[config.mk]
export PLATFORM = sky130hd
export DESIGN_NAME = rcta_cell
export DESIGN_NICKNAME = d
export VERILOG_FILES = /design/src/hdl/rcta_cell.sv
export SDC_FILE = /design/constraint.sdc
export NUM_CORES = 1
export LEC_CHECK = 0
export BUFFER_PORTS_ARGS = -buffer_cell sky130_fd_sc_hd__buf_2
export CORE_MARGIN = 10
export CORE_UTILIZATION = 50
export DETAILED_ROUTE_END_ITERATION = 8
export PLACE_DENSITY = 0.8
export SLEW_MARGIN = 20
export SYNTH_ARGS = -nofsm -noshare
export SYNTH_HDL_FRONTEND = slang
export SYNTH_SLANG_ARGS = --single-unit
[constraint.sdc]
create_clock -name clk -period 3.9 [get_ports clk]
set_input_delay 0 -clock clk [delete_from_list [all_inputs] [get_ports clk]]
set_output_delay 0 -clock clk [all_outputs]
set_load 0.03 [all_outputs]
[src/hdl/rcta_cell.sv]
module rcta_cell #(
  parameter int WN_W   = 35,
  parameter int WD_W   = 24,
  parameter int FN_W   = 42,
  parameter int FD_W   = 34,
  parameter int SHIFT  = 0,
  parameter int Q_W    = 17,
  parameter int SIDE_W = 8
) (
  input  logic              clk,
  input  logic              rst,
  input  logic              en,
  input  logic              in_valid,
  input  logic [WN_W-1:0]   in_wrem,
  input  logic [WD_W-1:0]   in_wden,
  input  logic [Q_W-1:0]    in_wq,
  input  logic [FN_W-1:0]   in_frem,
  input  logic [FD_W-1:0]   in_fden,
  input  logic [Q_W-1:0]    in_fq,
  input  logic [SIDE_W-1:0] in_side,
  output logic              out_valid,
  output logic [WN_W-1:0]   out_wrem,
  output logic [WD_W-1:0]   out_wden,
  output logic [Q_W-1:0]    out_wq,
  output logic [FN_W-1:0]   out_frem,
  output logic [FD_W-1:0]   out_fden,
  output logic [Q_W-1:0]    out_fq,
  output logic [SIDE_W-1:0] out_side
);

  localparam int WCW = ((WN_W > WD_W + SHIFT) ? WN_W : WD_W + SHIFT) + 1;
  localparam int FCW = ((FN_W > FD_W + SHIFT) ? FN_W : FD_W + SHIFT) + 1;

  logic [WCW-1:0] wrem_x, wden_x, wdiff;
  logic [FCW-1:0] frem_x, fden_x, fdiff;
  logic           wge, fge;

  always_comb begin
    wrem_x = WCW'(in_wrem);
    wden_x = WCW'(in_wden) << SHIFT;
    wge    = wrem_x >= wden_x;
    wdiff  = wrem_x - wden_x;
    frem_x = FCW'(in_frem);
    fden_x = FCW'(in_fden) << SHIFT;
    fge    = frem_x >= fden_x;
    fdiff  = frem_x - fden_x;
  end

  always_ff @(posedge clk) begin
    if (rst) begin
      out_valid <= 1'b0;
    end else if (en) begin
      out_valid <= in_valid;
    end
  end

  always_ff @(posedge clk) begin
    if (en) begin
      out_wrem <= wge ? wdiff[WN_W-1:0] : in_wrem;
      out_wden <= in_wden;
      out_wq   <= {in_wq[Q_W-2:0], wge};
      out_frem <= fge ? fdiff[FN_W-1:0] : in_frem;
      out_fden <= in_fden;
      out_fq   <= {in_fq[Q_W-2:0], fge};
      out_side <= in_side;
    end
  end

endmodule

### Yosys cells after proc, flatten, opt, wreduce, memory -nomap -nowiden

Index checks and enable logic that the tools add are counted.

* word-level logic and storage cells: 14
* output and inout bits: 178
* bits in registers: 178

* add/sub/neg operators: 2
* mux-type cells: 2
* $lt $le $gt $ge: 2

Operators by type and width (number)
* greater-or-equal comparator 42 x 34 -> 1 bit: 1
* 2-to-1 mux 42 bit: 1
* subtractor 42 x 34 -> 42 bit: 1
* greater-or-equal comparator 35 x 24 -> 1 bit: 1
* 2-to-1 mux 35 bit: 1
* subtractor 35 x 24 -> 35 bit: 1

### Logic depth before layout (Yosys ltp)

* word-level depth: 2
* mapped depth: 14
* depth with buffers taken out: 13

### Worst setup path before layout

No wires, ideal clock.

* path kind: input -> register
* start point: input port in_wden[21]
* end point: register out_wrem[34] (data pin)
* data required time: 3642 ps
* path buffers: 2
* library setup time: 258 ps
* data arrival time: 2487 ps
* cell stages on the path: 12
* path slack: 1155 ps
* path through: inv_1 > ha_1 > buf_2 > nand4_1 > or4_1 > o211ai_1 > nand2b_1 > a21oi_1 > or3_1 > buf_2 > or4_4 > xnor2_2

* longest elaborated chain between the ends: 2
* elaborated cells on any way between the ends: 3
* classes of those cells: add/sub: 1; order compare: 1; mux: 1

Ends and longest elaborated chain
* start: declaration: RTL line 15 `input logic [WD_W-1:0] in_wden,`
* subtractor 35 x 24 -> 35 bit / greater-or-equal comparator 35 x 24 -> 1 bit (equally long branches): RTL line 42, 41
* 2-to-1 mux 35 bit *: RTL line 59 `out_wrem <= wge ? wdiff[WN_W-1:0] : in_wrem;`
* end signal: assignment: RTL line 59
* end: declaration: RTL line 22 `output logic [WN_W-1:0] out_wrem,`

Every way passes the cells marked *; elsewhere a longest branch is shown, timed or not.
A chain may end at the register's enable or synchronous reset.

### Worst setup path in the final report

* start point: input port in_wden[1]
* end point: register out_wrem[29] (data pin)

The elaborated chain is that of the path after synthesis.

==> metrics.csv <==
metric,value,unit
Final Cycle Share,92.41,%
Reg2Reg Setup Slack,2.78,ns
Comb power frac,28.9,%
hpwl dp,23210,µm
FF/Latch Area,0.005335,mm²
crit path to,out_wrem[29],
core footprint,0.01896,mm²
crit-path max cell delay,0.56,ns
vias after detailed routing,9316,
vias in the first global route,9683,
worst reg2reg path depth,3,
die area,0.02545,mm²
setup repair bufs after CTS,0,
Residual DRC,0,
Port Buffers,356,
critical path depth in cells,14,
grt total ovfl,0,
cell with the most instances after synthesis,edfxtp_1,
synth cell count leaders,"177 x edfxtp_1, 89 x a21oi_1, 66 x nor2_1",
asr flop ratio synth,0,%
placed cell area,0.01181,mm²
CTS root buf,clkbuf_16,
initial antenna violation count,3,
Hold WC Path Type,in -> reg,
Layout area overhead,45.94,%
Crit Path Class,in -> reg,
"CP delay by family, top",buffers and inverters,
share of layout cells above drive strength 1,29.33,%
Final GP Congestion,0.9403,
Clock power frac,29.5,%
Slew Limit Fails,0,
"slowest stage cell, crit path",dlygate4sd3_1,
H-tree depth,4,
status,finished clean,
Antenna Nets Post-Route,0,
number of synthesized flops with an enable pin,177,
Sink Count,178,
endpoints failing hold,0,
Worst Path Required,4.10,ns
CTS tree,done,
switching power,1984,µW
Layout Skew,0,ns
post-synthesis instance area,0.009733,mm²
number of fill cells,1170,
Worst IR Drop VDD,326.7,µV
Fmax,0.2775,GHz
largest net degree at the start of global routing,111,
clock slew seen by the registers of the worst setup and hold paths,0.08,ns
Finished Layout Cells,1688,
worst-path fanout max,4,
"Design Area, Final",0.01420,mm²
Tot Pwr,5819,µW
crit path launch,in_wden[1],
CTS buffer count,17,
Synth top area share,54.61,%
min Tclk post-route,3.604,ns
internal power,3835,µW
CP endpoint kind,flop,
Ports,359,
global-route wire length before repair,53440,µm
Cell variety after synth,53,
worst-path cell chain,dlygate4sd3_1 -> buf_2 -> inv_1 -> ha_1 -> nor2b_1 -> o31ai_1 -> a21oi_1 -> o21ai_1 -> a311o_1 -> a21oi_1 -> nor4_1 -> nand2_1 -> xnor2_1 -> dlygate4sd3_1,
Global Route Usage Sum,26.01,%
Rows,50,
clock buffer depth,2,
"top cells by area, synth","edfxtp_1 55%, ha_1 7.5%, a21oi_1 4.6%, xnor2_1 3.2%, o21ai_0 3.0%",
Wirelength per Cell,20.50,µm
final setup fails,0,
area of the multi-input gates,0.004039,mm²
Die Ht,159.5,µm
RSZ-0062 raised after global routing,false,
Slew HR,31.18,%
Yosys warning count,0,
worst hold slack,0.2353,ns
drt total wl,34600,µm
worst skew pair latency,0.43,ns
Sw Share,34.09,%
number of cells after detailed placement,1473,
sequential area share after synthesis,54.81,%
Static Leak,0.006278,µW
Critical R2R Launch,out_valid,
sequential power share,41.6,%
setup tns final,0,ns
nets,1653,
Synth Flop Type,edfxtp_1,
Mapped Cells,881,
register bit total from synthesis,178,
Power Dens Cells,409.6,mW/mm²
Starting Density,51.35,%
"Arr. time, crit path",3.80,ns
top cell type by total area after synthesis,edfxtp_1,
die width,159.5,µm
Iter 0 DRT Violations,844,
Worst Max-Slew Pin Slew,1.032,ns
syn nets,1122,
worst path bufs/invs,4,
FF-to-FF End,out_valid,
Pre-antenna DRT Iters,5,
syn avg cell area,11.05,µm²
crit start category,input pin,
via/cell ratio,5.519,
total of max-cap violations,0,
==> power groups by stage <==
stage | registers [µW] | clock network, µW | logic, µW
floorplan | 2880 | 0 | 543
global placement | 2440 | 0 | 1450
detailed placement | 2450 | 0 | 1480
CTS | 2410 | 1720 | 1640
global route | 2440 | 1800 | 1780
finish | 2420 | 1720 | 1680
==> layout make-up <==
cell class / count / area share (%)
Clock inverter: 15 / 1.163
Tap cell: 260 / 2.290
Multi-Input combinational cell: 607 / 28.43
Timing Repair Buffer: 542 / 25.76
Sequential cell: 178 / 37.56
Inverter: 66 / 1.744
Antenna cell: 3 / 0.05285
Clock buffer: 17 / 2.995
==> registers in the layout, summed over array words and instances (netlist names) <==
name       cells
out_frem      42
out_wrem      35
out_fden      34
out_wden      24
out_fq        17
out_wq        17
out_side       8
out_valid      1
==> logic make-up after synthesis <==
kind of cell               synth area share, %
AOI/OAI and AO/OA                        14.64
xor gates and xnor gates                 6.196
adders and majority gates                7.867
buffers and inverters                    3.818
DFF                                      54.81
muxes                                    1.131
and+or+nand+nor                          11.53
==> metal layers <==
layer | track usage (%) | wire length, µm
met1 | 27.14 | 11940
met2 | 46.95 | 17940
met3 | 7.694 | 3196
met4 | 11.96 | 1522
met5 | 0 | 0
==> stage by stage <==
| stage | util [%] | setup slack [ns] |
|---|---|---|
| floorplan | - | 1.155 |
| global placement | 62.28 | 0.8053 |
| detailed placement | 62.28 | 0.7636 |
| CTS | 74.90 | 0.3661 |
| global route | 74.94 | 0.06738 |
| finish | 74.94 | 0.2962 |
==> placed cells by master, fill, tap and decap left out, types with 4 or more instances in the layout <==
cell / instances
a211o_1: 4
a211oi_1: 8
a21o_1: 29
a21oi_1: 88
a31oi_1: 5
and2_1: 4
and3_1: 6
buf_2: 355
buf_4: 4
clkbuf_16: 17
clkinv_8: 4
dlygate4sd3_1: 180
edfxtp_1: 177
ha_1: 58
inv_1: 65
inv_8: 4
mux2_2: 8
nand2_1: 65
nand2b_1: 9
nand3_1: 19
nand4_1: 17
nor2_1: 66
nor2b_1: 6
nor3_1: 14
o211ai_1: 7
o21a_1: 10
o21ai_0: 57
o21bai_1: 5
o31ai_1: 6
or2_2: 5
or3_1: 7
xnor2_1: 36
xor2_1: 31
==> worst min-delay path by stage <==
stage          slack, ns        from  cells past startpoint           to
6_report            0.24          en                      1  out_wden[5]
5_1_grt             0.27  in_side[6]                      2  out_side[6]
4_1_cts             0.25          en                      1  out_wden[5]
3_5_place_dp        0.17         rst                      2    out_valid
3_3_place_gp        0.16         rst                      2    out_valid
2_1_floorplan       0.07         rst                      1    out_valid
==> timing repair <==
action                                  in CTS  in global routing
hold buffers                               180                  0
gates resized for setup                      0                  1
endpoints found under the setup margin       0                  2
endpoints found under the hold margin      176                  0
No activity file was read; power rests on OpenSTA's default activity.
