--- config.mk ---
export PLATFORM = sky130hd
export DESIGN_NAME = rcta_back
export DESIGN_NICKNAME = d
export VERILOG_FILES = /design/src/hdl/rcta_pkg.sv /design/src/hdl/rcta_back.sv
export SDC_FILE = /design/constraint.sdc
export NUM_CORES = 2
export LEC_CHECK = 0
export ABC_AREA = 0
export BUFFER_PORTS_ARGS = -buffer_cell sky130_fd_sc_hd__buf_2
export CAP_MARGIN = 25
export CORE_ASPECT_RATIO = 0.6
export CORE_UTILIZATION = 40
export DETAILED_ROUTE_END_ITERATION = 12
export SLEW_MARGIN = 0
export SYNTH_ARGS = -nofsm -noshare
export SYNTH_HDL_FRONTEND = slang
export SYNTH_SLANG_ARGS = --single-unit
export TNS_END_PERCENT = 100
--- constraint.sdc ---
create_clock -name clk -period 9.15 [get_ports clk]
set_input_delay 0.4575 -clock clk [delete_from_list [all_inputs] [get_ports clk]]
set_output_delay 0.4575 -clock clk [all_outputs]
set_load 0.05 [all_outputs]
--- src/hdl/rcta_pkg.sv ---
package rcta_pkg;

  localparam int Q_BITS = 17;
  localparam logic [Q_BITS-1:0] WEIGHT_ONE = 17'h10000;

  typedef enum logic [1:0] {
    SURF_SKY   = 2'd0,
    SURF_WALL  = 2'd1,
    SURF_FLOOR = 2'd2
  } surface_t;

  typedef struct packed {
    logic [23:0] viewer_y;
    logic [23:0] viewer_x;
    logic [23:0] floor_hit_y;
    logic [23:0] floor_hit_x;
    logic [23:0] wall_distance;
    logic [5:0]  wall_texel_col;
    logic [15:0] slice_height;
    logic [9:0]  span_end;
    logic [8:0]  span_start;
    logic [8:0]  row;
  } pixel_t;

  typedef struct packed {
    surface_t    surface;
    logic [5:0]  wall_u;
    logic        wall_neg;
    logic        wall_sat;
    logic        floor_one;
    logic [23:0] floor_hit_x;
    logic [23:0] floor_hit_y;
    logic [23:0] viewer_x;
    logic [23:0] viewer_y;
  } side_t;

endpackage

--- src/hdl/rcta_back.sv ---
module rcta_back import rcta_pkg::*; #(
  parameter int TEX_COLS = 64,
  parameter int TEX_ROWS = 64
) (
  input  logic              clk,
  input  logic              rst,
  input  logic              en,
  input  logic              in_valid,
  input  logic [Q_BITS-1:0] wq,
  input  logic [Q_BITS-1:0] fq,
  input  side_t             side,
  output logic              out_valid,
  output surface_t          surface,
  output logic [5:0]        texel_u,
  output logic [5:0]        texel_v
);

  logic [Q_BITS-1:0] w, wn, v_wall;
  logic              v1, v2;
  surface_t          surf1, surf2;
  logic [5:0]        wu1, wv1, wu2, wv2;
  logic [40:0]       px_h, px_v, py_h, py_v;
  logic [31:0]       lo_x, lo_y;
  logic [40:0]       acc_x, acc_y;
  logic [42:0]       tx, ty;

  always_comb begin
    if (side.floor_one || (fq > WEIGHT_ONE)) begin
      w = WEIGHT_ONE;
    end else begin
      w = fq;
    end
    wn = WEIGHT_ONE - w;
    if (side.wall_neg) begin
      v_wall = '0;
    end else if (side.wall_sat || (wq > Q_BITS'(TEX_ROWS - 1))) begin
      v_wall = Q_BITS'(TEX_ROWS - 1);
    end else begin
      v_wall = wq;
    end
    acc_x = px_h + px_v;
    acc_y = py_h + py_v;
    tx    = 43'(lo_x) * 43'(TEX_COLS);
    ty    = 43'(lo_y) * 43'(TEX_ROWS);
  end

  always_ff @(posedge clk) begin
    if (rst) begin
      v1        <= 1'b0;
      v2        <= 1'b0;
      out_valid <= 1'b0;
    end else if (en) begin
      v1        <= in_valid;
      v2        <= v1;
      out_valid <= v2;
    end
  end

  always_ff @(posedge clk) begin
    if (en) begin
      surf1 <= side.surface;
      wu1   <= side.wall_u;
      wv1   <= v_wall[5:0];
      px_h  <= 41'(w) * 41'(side.floor_hit_x);
      px_v  <= 41'(wn) * 41'(side.viewer_x);
      py_h  <= 41'(w) * 41'(side.floor_hit_y);
      py_v  <= 41'(wn) * 41'(side.viewer_y);

      surf2 <= surf1;
      wu2   <= wu1;
      wv2   <= wv1;
      lo_x  <= acc_x[31:0];
      lo_y  <= acc_y[31:0];

      surface <= surf2;
      unique case (surf2)
        SURF_WALL: begin
          texel_u <= wu2;
          texel_v <= wv2;
        end
        SURF_FLOOR: begin
          texel_u <= tx[37:32];
          texel_v <= ty[37:32];
        end
        default: begin
          texel_u <= '0;
          texel_v <= '0;
        end
      endcase
    end
  end

endmodule

### Word-level counts from Yosys, hierarchy flattened

Cells that the tools add are included.

* output and inout port bits: 15
* bits of input ports: 145
* word-level logic and storage cells: 35
* register bits: 237
* bits in writable memories: 0
* memories kept: 0
* latch bits: 0
* bits in read-only memories: 0

* equality and inequality tests: 2
* reductions and logical operators: 2
* divide/modulo/power cells: 0
* order comparisons: 2
* $add $sub $neg: 3
* bitwise logic cells: 0
* shift-type cells: 0
* muxes and demuxes: 4
* multipliers: 4

Operator list (count)
* $mul 17x24->32: 4
* $add 32x32->32: 2
* $pmux 6 s2: 2
* $gt 17x17->1 const B: 1
* $gt 17x6->1 const B: 1
* $mux 17: 1
* $sub 17x17->17 const A: 1
* $mux 6: 1
* $eq 2x1->1 const B: 1
* $eq 2x2->1 const B: 1
* $logic_or 1x1->1: 2

### Depth between registers and ports, before layout

* word-level depth: 5
* mapped depth: 36
* mapped depth without buffers: 31

### Worst setup path after synthesis

Ideal clock, no wire load.

* kind: in2reg
* start: in side[96] (netlist name)
* end: reg py_v[30] (data pin)
* path slack: 406 ps
* library setup time: 259 ps
* arrival: 8485 ps
* required time: 8891 ps
* path buffers: 6
* stages on the path: 35
* path through: nor2_1 clkbuf_1 and2_1 clkbuf_1 clkbuf_1 inv_1 ha_1 clkbuf_1 inv_1 a211o_1 a21o_1 clkbuf_1 clkbuf_1 nand2_1 fa_1 inv_1 fa_1 inv_1 fa_1 inv_1 fa_1 fa_1 inv_1 fa_1 inv_1 ha_1 a21o_1 a21o_1 a21oi_1 o21ai_1 a221o_1 a41o_1 or4_1 and3_1 a211o_1

* cells in the longest elaborated chain, start to end: 4

RTL lines
* start: declaration: RTL line rcta_back.sv:11 `input side_t side,`
* $logic_or 1x1->1: RTL line rcta_back.sv:28 `if (side.floor_one || (fq > WEIGHT_ONE)) begin`
* $mux 17: RTL line rcta_back.sv:28
* $sub 17x17->17: RTL line rcta_back.sv:33 `wn = WEIGHT_ONE - w;`
* $mul 17x24->32: RTL line rcta_back.sv:67 `py_v <= 41'(wn) * 41'(side.viewer_y);`
* end signal: assignment: RTL line rcta_back.sv:67
* end: declaration: RTL line rcta_back.sv:22 `logic [40:0] px_h, px_v, py_h, py_v;`

Every way passes these cells.
A chain may end at the register's enable or synchronous reset.

### Worst setup path after layout

* start: in fq[7]
* end: reg py_v[30] (data pin)

* cells in the longest elaborated chain, start to end: 5

RTL lines
* start: declaration: RTL line rcta_back.sv:10 `input logic [Q_BITS-1:0] fq,`
* $gt 17x17->1: RTL line rcta_back.sv:28
* $logic_or 1x1->1: RTL line rcta_back.sv:28
* $mux 17 *: RTL line rcta_back.sv:28
* $sub 17x17->17 *: RTL line rcta_back.sv:33
* $mul 17x24->32 *: RTL line rcta_back.sv:67

Mark *: on every way between the ends. The rest lies on a longest branch, timed or not.

==> impl_metrics.yaml <==
routing:
  route.met3.wl_um: 15960
  drc: 0
  drtIter0Drc: 2828
  routed_via_density: 5.054
  routed-wl-met2_um: 60090
  routedWlPerCell_um: 19.50
  drt-met1-wl_um: 68020
  dr_total_vias: 37910
  drt_wl_total_um: 146200
  dr.pass1.iters: 5
  top_layer: "met5"
  ant_nets: 0
setup_path:
  cpPeakStageDelay_ps: 550
  path_common_cell: "fa_1"
  critPathMaxFanout: 9
  cp-start-kind: "input port"
  required_ps: 9370
  crit_path_end_kind: "flop"
  ff2ff_setup_slack_ps: 5730
  crit_arrival_ps: 8510
  worstSetupPathType: "in2reg"
  cp_slowest_cell: "fa_1"
timing:
  relSlewSlack_pct: 30.96
  drv_slew: 0
  setup-violations-final: 0
  period_share_pct: 90.60
  rsz0062_at_grt: "no"
  tightest_slew_ps: 1036
  setup_tns_ps: 0
  fin_skew_ps: 14.06
  finalWorstPathRequiredPeriod_ps: 8290
  fmax_ghz: 0.1206
  hold_viol: 0
global_route:
  grt_max_degree: 154
  grt_pass1_vias: 40550
  grtUsageTotal_pct: 22.94
  antenna_found_initial: 8
  grt_pass1_wl_um: 235900
  grt-ovfl-total: 0
clock_tree:
  clkTransAtPathRegs_ps: 80
  numCtsBuffers: 17
  cts_tree: "yes"
  insertion_delay_ps: 470
  clockRootBuffer: "clkbuf_16"
  clk_path_buf_depth: 2
  hold_buffers: 0
  cts_setup_buffers: 0
  clkSinkCount: 185
  htreeDepth: 4
  ctsResizeCount: 0
placement:
  hpwl_um: 118200
  portBuffers: 159
  dp_cells: 7460
  routabilityCongestion: 0.8904
power_and_ir_drop:
  power.total_mw: 16.35
  p_per_area_nw_per_um2: 293.8
  cellLeakagePower_nw: 27.58
  ir_drop_v: 0.0003977
floorplanning:
  initial_utilization_pct: 40.53
  io_pins: 160
  coreArea_um2: 129500
  row_count: 102
  fp.dieH_um: 282.6
  dieArea_um2: 132800
  die_x_um: 469.7
synthesis:
  ys_types: 71
  synth-seq-area-share_pct: 10.52
  yosys_warnings: 0
  ys_async_sr_fraction_pct: 0
  synth_nets: 7511
  synth_flop_cell: "edfxtp_1"
  syn-cell-area_um2: 52500
  synth.avg_cell_area_um2: 9.029
  synth_cells: 5815
  synth_edf_count: 182
  ys_seq_elements: 185
final_layout:
  register_area_um2: 5525
  nets: 7462
  multi_input_area_um2: 40510
  layout-drive-gt1-share_pct: 5.347
  n_fill_cell: 12610
  mostFrequentLayoutCells: "inv_1, fa_1, nand2_1, ha_1, and3_1"
  layoutNonFillerInstCount: 7501
  area_growth_pct: 6.022
  layout_commonest_cell: "inv_1"
status:
  status: "finished clean"
run:
  max_cap_viol_count: 0
worst_hold_path:
  hold_path.class: "in2reg"
## flip-flops by register name (all words and copies together) (netlist names), 32 cells and up
| signal | count |
|---|---|
| py_v | 32 |
| px_v | 32 |
| px_h | 32 |
| py_h | 32 |
## metrics by stage
stage	setup WS, ps	utilization, %	hold WS, ps	cell area [µm²]
final	860.5	42.97	158.7	55660
after global routing	448.0	42.97	122.3	55660
after CTS	924.6	42.90	124.7	55570
after detailed placement	432.2	42.47	404.5	55010
after global placement	499.4	42.47	400.3	55010
after floorplan	406.3	-	400.3	52500
## report_power, final
group | leakage (nW) | internal (mW) | switching (mW) | total (mW)
combinational | 25.5 | 5.73 | 7.88 | 13.6
clock | 0.269 | 0.358 | 0.366 | 0.724
sequential | 1.81 | 1.88 | 0.134 | 2.02
## path summary, 6_finish.rpt
check | from | end | depth (start not counted)
hold / removal | side[100] | wu1[1] | 1
setup / recovery | fq[7] | py_v[30] | 30
hold reg to reg | wv1[3] | wv2[3] | 0
setup reg to reg | px_h[16] | lo_x[31] | 12
## Yosys cell counts, types with 34 or more instances
cell type	count	area, µm²
o21ai_0	65	325.3
xor2_1	34	297.8
nand2_1	1108	4159
ha_1	371	4642
a21oi_1	114	570.6
inv_1	1436	5390
a21o_1	47	352.8
edfxtp_1	182	5465
fa_1	1180	23620
nor2_1	93	349.1
and2_1	206	1289
and3_1	240	1501
clkbuf_1	281	1055
xnor2_1	142	1244
## cell families (layout without fill, tap and decap cells)
family / Yosys count / count (layout) / synth area share, %
AO/OA/AOI/OAI: 351 / 351 / 4.287
adder cells (fa/ha/maj): 1551 / 1551 / 53.84
AND/OR/NAND/NOR: 1793 / 1793 / 15.62
multiplexers: 6 / 6 / 0.1144
flip-flops: 185 / 185 / 10.52
XOR/XNOR: 180 / 180 / 3.108
buffers and inverters: 1749 / 1713 / 12.51
other: 0 / 6 / 0
## final cells by class
type | instances | share of cell area (%)
Multi-Input combinational cell | 3881 | 72.77
Sequential cell | 185 | 9.926
Inverter | 1436 | 9.684
Tap cell | 1716 | 3.857
Timing Repair Buffer | 245 | 2.731
Clock buffer | 17 | 0.7643
Clock inverter | 15 | 0.2405
Antenna cell | 6 | 0.02697
## routing by layer
| metal | global-route usage (%) | up-vias |
|---|---|---|
| met5 | 0 | - |
| met4 | 3.766 | 2 |
| met3 | 6.365 | 123 |
| met2 | 33.44 | 1574 |
| met1 | 34.17 | 19160 |
| li1 | - | 17060 |
## critical path, delay by kind of cell
family / cells / cell delay (ps)
compound gates: 7 / 1600
simple gates: 9 / 2150
fa+ha+maj: 7 / 3160
xor+xnor: 1 / 490
buf+inv: 6 / 650
Note: power is estimated with default switching activity, not from simulation.
